$ cat src/sv/gdb_pkg.sv
// Shared types, constants and command/status structs for the greedy denomination breakdown.
package gdb_pkg;

	localparam int SLOTS     = 8;
	localparam int SLOT_W    = 3;
	localparam int NUM_DENOM = 8;
	localparam int VAL_W     = 31;
	localparam int CNT_W     = 32;
	localparam int DIV_CNT_W = 5;

	localparam logic REQ_ADD   = 1'b0;
	localparam logic REQ_QUERY = 1'b1;

	typedef struct packed {
		logic             req_type;
		logic [VAL_W-1:0] amount_cents;
		logic [VAL_W-1:0] query_value;
	} req_t;

	typedef struct packed {
		logic             found;
		logic [CNT_W-1:0] unit_count;
		logic [VAL_W-1:0] leftover_cents;
	} res_t;

	typedef struct packed {
		logic load;
		logic scan_step;
		logic div_start;
		logic update;
		logic emit;
	} gdb_cmd_t;

	typedef struct packed {
		logic scan_last;
		logic best_vld;
		logic div_done;
	} gdb_stat_t;

endpackage

$ cat src/sv/gdb_div.sv
// Iterative restoring divider, one quotient bit per cycle.
module gdb_div import gdb_pkg::*; (
	input  logic             clk,
	input  logic             arst_n,
	input  logic             start,
	input  logic [VAL_W-1:0] dividend,
	input  logic [VAL_W-1:0] divisor,
	output logic             done,
	output logic [VAL_W-1:0] quotient,
	output logic [VAL_W-1:0] remainder
);

	logic [VAL_W-1:0]     rem_q;
	logic [VAL_W-1:0]     quo_q;
	logic [DIV_CNT_W-1:0] cnt_q;
	logic                 run_q;
	logic                 done_q;
	logic [VAL_W:0]       trial;
	logic [VAL_W:0]       diff;
	logic                 ge;

	assign trial = {rem_q, quo_q[VAL_W-1]};
	assign ge    = trial >= {1'b0, divisor};
	assign diff  = trial - {1'b0, divisor};

	always_ff @(posedge clk or negedge arst_n) begin
		if (!arst_n) begin
			run_q  <= 1'b0;
			done_q <= 1'b0;
			cnt_q  <= '0;
		end else begin
			done_q <= 1'b0;
			if (start) begin
				run_q <= 1'b1;
				cnt_q <= DIV_CNT_W'(VAL_W - 1);
			end else if (run_q) begin
				cnt_q <= cnt_q - 1'b1;
				if (cnt_q == '0) begin
					run_q  <= 1'b0;
					done_q <= 1'b1;
				end
			end
		end
	end

	always_ff @(posedge clk) begin
		if (start) begin
			rem_q <= '0;
			quo_q <= dividend;
		end else if (run_q) begin
			rem_q <= ge ? diff[VAL_W-1:0] : trial[VAL_W-1:0];
			quo_q <= {quo_q[VAL_W-2:0], ge};
		end
	end

	assign done      = done_q;
	assign quotient  = quo_q;
	assign remainder = rem_q;

endmodule

$ cat src/sv/gdb_dp.sv
// Datapath: denomination registers, counts, largest-slot scan, divider and result register.
module gdb_dp import gdb_pkg::*; (
	input  logic              clk,
	input  logic              arst_n,
	input  req_t              req,
	input  logic              cfg_we,
	input  logic [SLOT_W-1:0] cfg_index,
	input  logic [VAL_W-1:0]  cfg_wdata,
	input  gdb_cmd_t          cmd,
	output gdb_stat_t         stat,
	output logic              done,
	output res_t              res
);

	logic [VAL_W-1:0]  denom_q [SLOTS];
	logic [CNT_W-1:0]  count_q [SLOTS];
	logic [SLOTS-1:0]  used;
	logic [SLOTS-1:0]  taken_q;
	logic              req_type_q;
	logic [VAL_W-1:0]  amount_q;
	logic [VAL_W-1:0]  query_q;
	logic [SLOT_W-1:0] scan_idx_q;
	logic [SLOT_W-1:0] best_idx_q;
	logic [VAL_W-1:0]  best_val_q;
	logic              best_vld_q;
	logic              done_q;
	res_t              res_q;
	logic              div_done;
	logic [VAL_W-1:0]  div_quo;
	logic [VAL_W-1:0]  div_rem;
	logic [CNT_W:0]    sum;
	logic [CNT_W-1:0]  new_count;
	logic              cand;
	logic              q_found;
	logic [CNT_W-1:0]  q_count;

	always_comb begin
		for (int s = 0; s < SLOTS; s++) begin
			used[s] = (s < NUM_DENOM) && (denom_q[s] != '0);
		end
	end

	// lowest matching slot index comes first in the processing order
	always_comb begin
		q_found = 1'b0;
		q_count = '0;
		for (int s = SLOTS - 1; s >= 0; s--) begin
			if (used[s] && denom_q[s] == query_q) begin
				q_found = 1'b1;
				q_count = count_q[s];
			end
		end
	end

	assign cand = used[scan_idx_q] && !taken_q[scan_idx_q]
		&& (!best_vld_q || denom_q[scan_idx_q] > best_val_q);

	assign sum       = {1'b0, count_q[best_idx_q]} + (CNT_W + 1)'(div_quo);
	assign new_count = sum[CNT_W] ? '1 : sum[CNT_W-1:0];

	gdb_div u_div (
		.clk       (clk),
		.arst_n    (arst_n),
		.start     (cmd.div_start),
		.dividend  (amount_q),
		.divisor   (best_val_q),
		.done      (div_done),
		.quotient  (div_quo),
		.remainder (div_rem)
	);

	always_ff @(posedge clk or negedge arst_n) begin
		if (!arst_n) begin
			for (int s = 0; s < SLOTS; s++) begin
				denom_q[s] <= '0;
				count_q[s] <= '0;
			end
			taken_q    <= '0;
			scan_idx_q <= '0;
			best_vld_q <= 1'b0;
			done_q     <= 1'b0;
		end else begin
			done_q <= cmd.emit;
			if (cfg_we) begin
				denom_q[cfg_index] <= cfg_wdata;
			end
			if (cmd.load) begin
				taken_q    <= '0;
				scan_idx_q <= '0;
				best_vld_q <= 1'b0;
			end else if (cmd.scan_step) begin
				scan_idx_q <= scan_idx_q + 1'b1;
				if (cand) begin
					best_vld_q <= 1'b1;
				end
			end else if (cmd.update) begin
				count_q[best_idx_q] <= new_count;
				taken_q[best_idx_q] <= 1'b1;
				best_vld_q          <= 1'b0;
				scan_idx_q          <= '0;
			end
		end
	end

	always_ff @(posedge clk) begin
		if (cmd.load) begin
			req_type_q <= req.req_type;
			amount_q   <= req.amount_cents;
			query_q    <= req.query_value;
		end else if (cmd.update) begin
			amount_q <= div_rem;
		end
		if (cmd.scan_step && cand) begin
			best_idx_q <= scan_idx_q;
			best_val_q <= denom_q[scan_idx_q];
		end
		if (cmd.emit) begin
			if (req_type_q == REQ_QUERY) begin
				res_q.found          <= q_found;
				res_q.unit_count     <= q_count;
				res_q.leftover_cents <= '0;
			end else begin
				res_q.found          <= 1'b1;
				res_q.unit_count     <= '0;
				res_q.leftover_cents <= amount_q;
			end
		end
	end

	assign stat.scan_last = scan_idx_q == SLOT_W'(SLOTS - 1);
	assign stat.best_vld  = best_vld_q;
	assign stat.div_done  = div_done;
	assign done           = done_q;
	assign res            = res_q;

endmodule

$ cat src/sv/gdb_ctrl.sv
// Controller state machine sequencing scan, divide and count update rounds.
module gdb_ctrl import gdb_pkg::*; (
	input  logic      clk,
	input  logic      arst_n,
	input  logic      start,
	input  logic      req_type,
	input  gdb_stat_t stat,
	output gdb_cmd_t  cmd,
	output logic      busy
);

	localparam logic [2:0] ST_IDLE = 3'd0;
	localparam logic [2:0] ST_QRY  = 3'd1;
	localparam logic [2:0] ST_SCAN = 3'd2;
	localparam logic [2:0] ST_PICK = 3'd3;
	localparam logic [2:0] ST_DIV  = 3'd4;

	logic [2:0] state_q;
	logic [2:0] state_d;

	always_comb begin
		state_d = state_q;
		cmd     = '0;
		unique case (state_q)
			ST_IDLE: begin
				if (start) begin
					cmd.load = 1'b1;
					state_d  = (req_type == REQ_QUERY) ? ST_QRY : ST_SCAN;
				end
			end
			ST_QRY: begin
				cmd.emit = 1'b1;
				state_d  = ST_IDLE;
			end
			ST_SCAN: begin
				cmd.scan_step = 1'b1;
				if (stat.scan_last) begin
					state_d = ST_PICK;
				end
			end
			ST_PICK: begin
				if (stat.best_vld) begin
					cmd.div_start = 1'b1;
					state_d       = ST_DIV;
				end else begin
					cmd.emit = 1'b1;
					state_d  = ST_IDLE;
				end
			end
			ST_DIV: begin
				if (stat.div_done) begin
					cmd.update = 1'b1;
					state_d    = ST_SCAN;
				end
			end
			default: begin
				state_d = ST_IDLE;
			end
		endcase
	end

	always_ff @(posedge clk or negedge arst_n) begin
		if (!arst_n) begin
			state_q <= ST_IDLE;
		end else begin
			state_q <= state_d;
		end
	end

	assign busy = state_q != ST_IDLE;

endmodule

$ cat src/sv/greedy_denomination_breakdown.sv
// Top level of the greedy denomination breakdown: controller plus datapath.
// Usage:
//   Pulse start with req while busy is low; the transaction is taken at that edge.
//   req.req_type selects add (amount split greedily over the configured slots,
//   largest value first, lower slot first on ties) or query (count of a value).
//   Exactly one result per transaction appears on res for one cycle with done high;
//   the receiver cannot stall it and must capture it in that cycle.
//   busy falls in the same cycle done rises, so a new start may be given then.
// Sequence:
//   Query: the result is emitted directly, with no scan or divide.
//   Add: each used slot costs one round of a slot scan over all 8 slots, one pick
//   step and a pass through the shared serial divider (31 quotient steps, then
//   the count update); a final scan and pick close the add.
// Configuration: cfg_we, cfg_index, cfg_wdata write one denomination register per
//   cycle; the user writes only while busy is low, unenforced. 0 marks a slot unused.
// Reset: arst_n clears all counts and denominations and returns to idle.
module greedy_denomination_breakdown import gdb_pkg::*; (
	input  logic              clk,
	input  logic              arst_n,
	input  logic              start,
	input  req_t              req,
	output logic              busy,
	input  logic              cfg_we,
	input  logic [SLOT_W-1:0] cfg_index,
	input  logic [VAL_W-1:0]  cfg_wdata,
	output logic              done,
	output res_t              res
);

	gdb_cmd_t  cmd;
	gdb_stat_t stat;

	gdb_ctrl u_ctrl (
		.clk      (clk),
		.arst_n   (arst_n),
		.start    (start),
		.req_type (req.req_type),
		.stat     (stat),
		.cmd      (cmd),
		.busy     (busy)
	);

	gdb_dp u_dp (
		.clk       (clk),
		.arst_n    (arst_n),
		.req       (req),
		.cfg_we    (cfg_we),
		.cfg_index (cfg_index),
		.cfg_wdata (cfg_wdata),
		.cmd       (cmd),
		.stat      (stat),
		.done      (done),
		.res       (res)
	);

endmodule

$ cat config.mk
export PLATFORM = sky130hd
export DESIGN_NAME = greedy_denomination_breakdown
export DESIGN_NICKNAME = d
export VERILOG_FILES = /design/src/sv/gdb_pkg.sv /design/src/sv/gdb_div.sv /design/src/sv/gdb_dp.sv /design/src/sv/gdb_ctrl.sv /design/src/sv/greedy_denomination_breakdown.sv
export SDC_FILE = /design/constraint.sdc
export NUM_CORES = 2
export LEC_CHECK = 0
export ABC_AREA = 1
export BUFFER_PORTS_ARGS = -buffer_cell sky130_fd_sc_hd__buf_2
export CAP_MARGIN = 20
export CORE_MARGIN = 2
export CORE_UTILIZATION = 35
export DETAILED_ROUTE_END_ITERATION = 16
export PLACE_DENSITY_LB_ADDON = 0.1
export SLEW_MARGIN = 20
export SYNTH_ARGS = -nofsm -noshare
export SYNTH_HDL_FRONTEND = slang
export SYNTH_SLANG_ARGS = --single-unit
$ cat constraint.sdc
create_clock -name clk -period 3.9 [get_ports clk]
set_input_delay 0.39 -clock clk [delete_from_list [all_inputs] [get_ports clk]]
set_output_delay 0.39 -clock clk [all_outputs]
set_load 0.01 [all_outputs]
## Word level (Yosys, flattened, before mapping)

Index checks and enable logic that the tools add are counted.

- Add/sub/neg operators: 4
- Reduce and logical (&&, ||, !) cells: 36
- Magnitude comparators: 10
- Bitwise operators: 7
- Multiplexer cells: 66
- Equal/unequal tests: 18

Operator list:

| kind | number |
|---|---|
| $mux 32 | 12 |
| $bwmux 256 | 1 |
| $bwmux 248 | 1 |
| $eq 31x31->1 | 8 |
| $mux 31 | 8 |
| $reduce_bool 31->1 | 8 |
| $bmux 32 s3 | 1 |
| $demux 32 s3 | 1 |
| $bmux 31 s3 | 1 |
| $demux 31 s3 | 1 |
| $add 32x31->33 | 1 |
| $ge 32x31->1 | 1 |
| $gt 31x31->1 | 1 |
| $sub 31x31->31 | 1 |
| $mux 8 | 3 |
| $mux 1 | 22 |
| $mux 3 | 7 |
| $logic_and 1x1->1 | 14 |
| $ge 4x4->1 const B | 3 |
| $not 3->4 | 3 |
| $pmux 3 s4 | 1 |
| $mux 5 | 2 |
| $lt 3x4->1 const B | 2 |
| $lt 4x1->1 const B | 2 |
| other kinds (24) | 36 |

- Bits of input ports: 101
- Word-level logic and storage cells: 175
- Register bits: 750

## Logic depth before layout (Yosys ltp)

- Depth in word-level cells: 10
- Mapped depth: 27
- Mapped depth without buffers: 23

## Modules after synthesis

From an unflattened synthesis, not the netlist that was laid out.

- Cells, all modules: 5743
- Area, all modules: 43515.5 µm²

By module, submodules not included:

| module | seq. area each (µm²) | cells each | instances | area each (µm²) |
|---|---|---|---|---|
| gdb_dp | 17772.0 | 4771 | 1 | 37484.7 |
| gdb_div | 1726.7 | 940 | 1 | 5816.8 |
| gdb_ctrl | 75.1 | 32 | 1 | 214.0 |

## Worst setup path before layout

Ideal clock, no wire load.

- Path kind: reg2reg
- Start point: register u_dp.scan_idx_q[0]
- End point: register u_dp.best_idx_q[0], enable pin
- Library setup time: 0.389 ns
- Arrival: 3.723 ns
- Cell stages (with the launch flop): 22
- Required time: 3.511 ns
- Period minus slack after synthesis: 4.112 ns
- Path slack: -0.212 ns
- Cells stage by stage: dfrtp_1 > clkbuf_1 > inv_1 > clkbuf_1 > clkbuf_1 > clkbuf_1 > nand2_1 > a221oi_1 > a31oi_1 > ha_1 > inv_1 > nor2_1 > nand2_1 > nor4_1 > inv_1 > a21oi_1 > nor2_1 > nand2_1 > nand2_1 > a21oi_1 > nand2_1 > inv_1

- Cells in the longest elaborated chain, start to end: 8
- Elaborated cells between the ends (all ways): 14

RTL lines:

| item | line | text |
|---|---|---|
| from (decl) | gdb_dp.sv:22 | `logic [SLOT_W-1:0] scan_idx_q;` |
| from (signal assigned) | gdb_dp.sv:92 | `scan_idx_q <= scan_idx_q + 1'b1;` |
| $not 3->4 (not written as such) | gdb_dp.sv:56 | `&& (!best_vld_q \|\| denom_q[scan_idx_q] > best_val_q);` |
| $bmux 31 s3 | gdb_dp.sv:56 |  |
| $mux 31 (not written as such) (2 in a row) | gdb_dp.sv:56 |  |
| $gt 31x31->1 | gdb_dp.sv:56 |  |
| $logic_or 1x1->1 | gdb_dp.sv:56 |  |
| $logic_and 1x1->1 (*) | gdb_dp.sv:56 |  |
| $logic_and 1x1->1 (*) | gdb_dp.sv:113 | `if (cmd.scan_step && cand) begin` |
| to (signal assigned) | gdb_dp.sv:114 | `best_idx_q <= scan_idx_q;` |
| to (decl) | gdb_dp.sv:23 | `logic [SLOT_W-1:0] best_idx_q;` |

Mark *: on every way between the ends. The rest lies on a longest branch, timed or not. The select of a mux whose other input is x is not followed.
A chain may end at the register's enable or synchronous reset.

## Final worst setup path

- Start point: register u_dp.best_idx_q[2]
- End point: register u_dp.count_q[223] (netlist name)

- Cells in the longest elaborated chain, start to end: 7
- Elaborated cells between the ends (all ways): 12

RTL lines:

| item | line | text |
|---|---|---|
| $not 3->4 (not written as such) (*) | gdb_dp.sv:58, gdb_dp.sv:97 |  |
| $bmux 32 s3 | gdb_dp.sv:58 | `assign sum = {1'b0, count_q[best_idx_q]} + (CNT_W + 1)'(div_quo);` |
| $mux 32 (not written as such) (2 in a row) | gdb_dp.sv:58 |  |
| $add 32x31->33 | gdb_dp.sv:58 |  |
| $mux 32 | gdb_dp.sv:59 | `assign new_count = sum[CNT_W] ? '1 : sum[CNT_W-1:0];` |
| $bwmux 256 (*) | gdb_dp.sv:97 | `count_q[best_idx_q] <= new_count;` |
| to (signal, indexed assignment) | gdb_dp.sv:97 |  |
| to (decl) | gdb_dp.sv:16 | `logic [CNT_W-1:0] count_q [SLOTS];` |

Marks and branches as above.

==> run metrics <==
top-area cell type share of the netlist area about 31%; met3 Use GR 4.11%; crit path DAT between 4 and 5 ns; clock latency on the worst-skew pair 0.71 ns; Synth area leaders dfrtp_1, edfxtp_1, nand2_1; Synth Area in Compound Gates 18.0%; Chip Width 351 µm; Crit Path Category reg -> reg; Layout Nets around 5,900; I/O Pins 167; required time of the critical path ~4.5 ns; CP startpoint u_dp.best_idx_q[2]$_DFFE_PP_; Via density 5.41; Die Footprint 123,000 µm²; most used routing layer met2; first-pass GRT wire length 263,000 µm; Syn-to-layout area delta 21.7%; largest family of logic cells by synthesized area simple AND/OR/NAND/NOR gates; Cell Pwr Density 642 nW/µm²; die height 351 µm; DR WL/cell 24.8 µm; leading area contributor after synthesis dfrtp_1; Simple-Gate Fraction of Synth Area 19.8%; synthesized cell area between 40,000 and 50,000 µm²; total CTS buffers 91; r2r worst-path depth 16; via count between 30,000 and 40,000; worst hold path class in -> reg; Worst Hold Depth 3; unrepaired setup endpoints after global routing true; crit path max fanout 8; # fillers 12,150; YS warnings 0; Synth cell types 59; Setup Skew 0.0393 ns; total grt overflow 0; Peak VDD IR 388 µV; GP Congestion between 1 and 1.5; # rows 127; H-tree depth 3; Initial DRC Count about 4,000; share of layout cells above drive strength 1 between 10 and 15%; sequential fraction of the synthesis area a little under half; ANT cells 0; Setup TNS 0 ns; fraction of registers with async set or reset after synthesis a little over two thirds; clk root buf clkbuf_16; hold path start cfg_wdata[9]; multiplexer share of the synthesized area 0%; Final Critical Period 3.78 ns; Avg Cell Area, Syn 7.91 µm²; final period utilization 97.0%; Core ar. 120,000 µm²; Pleak 23.1 nW; Slew @ Worst Pin 1.03 ns; input/output buffers between 150 and 200; Max Slew Vio Count 0; DRC 0; count of state elements after synthesis 750; M2 GR Usage 46.3%; Final HPWL DP 130,000 µm; final core occ 42.8%; First-pass DRT Iterations 5; top cells by count, synth nand2_1, o21ai_0, inv_1, dfrtp_1, nor2_1; DRT Wirelength between 150,000 and 200,000 µm; setup ws final 0.117 ns; Final ANT Viol Nets 0; Starting Density between 30% and 40%; element type at the critical path start flip-flop; post-synthesis cell count 5,325; Place WS -0.171 ns; adder-cell share of the synthesized area between 2 and 3%; Final setup viols 0; clock buffer depth 3; max cap viols 0; Slew HR 31.1%; syn_nets 5,525; Reg clk slew, reported paths approximately 0.070 ns; most common cell in the synthesized netlist nand2_1; Design Power around 33 mW; total track usage ~29%; vias in the first global route around 38,000; status complete, no violations; crit end category flip-flop; clk sinks 750; initial antenna violation count 3; TritonCTS clock tree done; met1 Use GR 38.0%; fmax 0.264 GHz; EDFF count, synth about 190; R2R Path Start u_dp.best_idx_q[2]$_DFFE_PP_; hold violation count in the final report 0; largest net degree at the start of global routing 82; commonest register cell after synthesis dfrtp_1; Post-Synth XOR/XNOR Area 4.56%
report_power, final:
| part | switching [mW] | internal [mW] |
|---|---|---|
| Sequential | 1.55 | 9.67 |
| Combinational | 8.15 | 4.48 |
| Clock | 3.71 | 5.34 |
through the flow:
stage | hold slack [ns] | area (µm²) | cells
detailed placement | 0.452 | 46500 | 7095
CTS | 0.00221 | 50300 | 7333
finish | 0.0277 | 51300 | 7368
global route | 0.0224 | 51300 | 7368
global placement | 0.457 | 46500 | 7095
floorplan | 0.0944 | 42100 | 5325
cell usage in the layout, fill, tap and decap left out, types with 97 or more instances in the layout:
master and n:
nor2_1 361, buf_4 250, dfrtp_1 525, nand2_1 1280, a21oi_1 264, nand3_1 97, inv_1 549, clkbuf_16 97
buf_2 165, xnor2_1 124, edfxtp_1 192, o21ai_0 684, a31oi_1 118
registers in the layout, summed over array words and instances (netlist names), 8 cells and up:
| name | flops |
|---|---|
| u_dp.query_q | 31 |
| u_dp.denom_q | 248 |
| u_dp.taken_q | 8 |
| u_dp.u_div.quotient | 31 |
| u_dp.res | 64 |
| u_dp.u_div.remainder | 31 |
| u_dp.count_q | 256 |
| u_dp.best_val_q | 31 |
| u_dp.amount_q | 31 |
what timing repair did:
| item | in CTS | in global routing |
|---|---|---|
| setup endpoints to repair | 211 | 284 |
| cloned | 0 | 5 |
| hold endpoints to repair | 131 | 0 |
| pin swaps | 0 | 16 |
| hold buffers | 65 | 0 |
| setup buffers | 1 | 30 |
| resized for setup | 10 | 119 |
cells by family after synthesis:
family          Yosys count
buf+inv                 867
fa+ha+maj                99
compound gates         1382
flops                   750
xor+xnor                219
simple gates           2008
worst paths after layout:
path	end	slack, ns
setup / recovery	u_dp.count_q[223]$_DFFE_PN0P_	0.12
setup reg to reg	u_dp.count_q[223]$_DFFE_PN0P_	0.12
max in group asynchronous	u_dp.count_q[220]$_DFFE_PN0P_	2.59
hold / removal	u_dp.denom_q[9]$_DFFE_PN0P_	0.03
hold reg to reg	u_dp.u_div.cnt_q[4]$_DFFE_PN0P_	0.48
min in group asynchronous	u_dp.count_q[7]$_DFFE_PN0P_	0.30
per-layer routing:
| metal | routed length [µm] | part of all wire [%] |
|---|---|---|
| met1 | 77000 | 42 |
| met2 | 83000 | 45 |
| met3 | 11600 | 6.4 |
| met4 | 11000 | 6.0 |
| met5 | 0 | 0 |
final cells by class:
type	instances	area, µm²	area share [%]
Clock inverter	48	604	1.18
Sequential cell	750	19600	38.2
Multi-Input combinational cell	3708	19700	38.4
Timing Repair Buffer	550	4620	9.01
Timing Repair inverter	1	5.00	0.00976
Clock buffer	124	2540	4.96
Tap cell	1612	2020	3.94
Inverter	575	2190	4.28
critical path: stages, from the launching register on:
cell and delay, ns:
edfxtp_1 0.51, buf_4 0.20, nor3_4 0.28, clkinvlp_4 0.31, o22ai_2 0.22, a221oi_1 0.07, nand4_1 0.28, ha_4 0.28
a21oi_1 0.26, o21ai_0 0.14, nor2_1 0.19, nand3_1 0.22, a21oi_1 0.21, or2_2 0.16, nand3_4 0.15, nand2_1 0.10
o21ai_0 0.08
(Power assumes the default switching activity.)
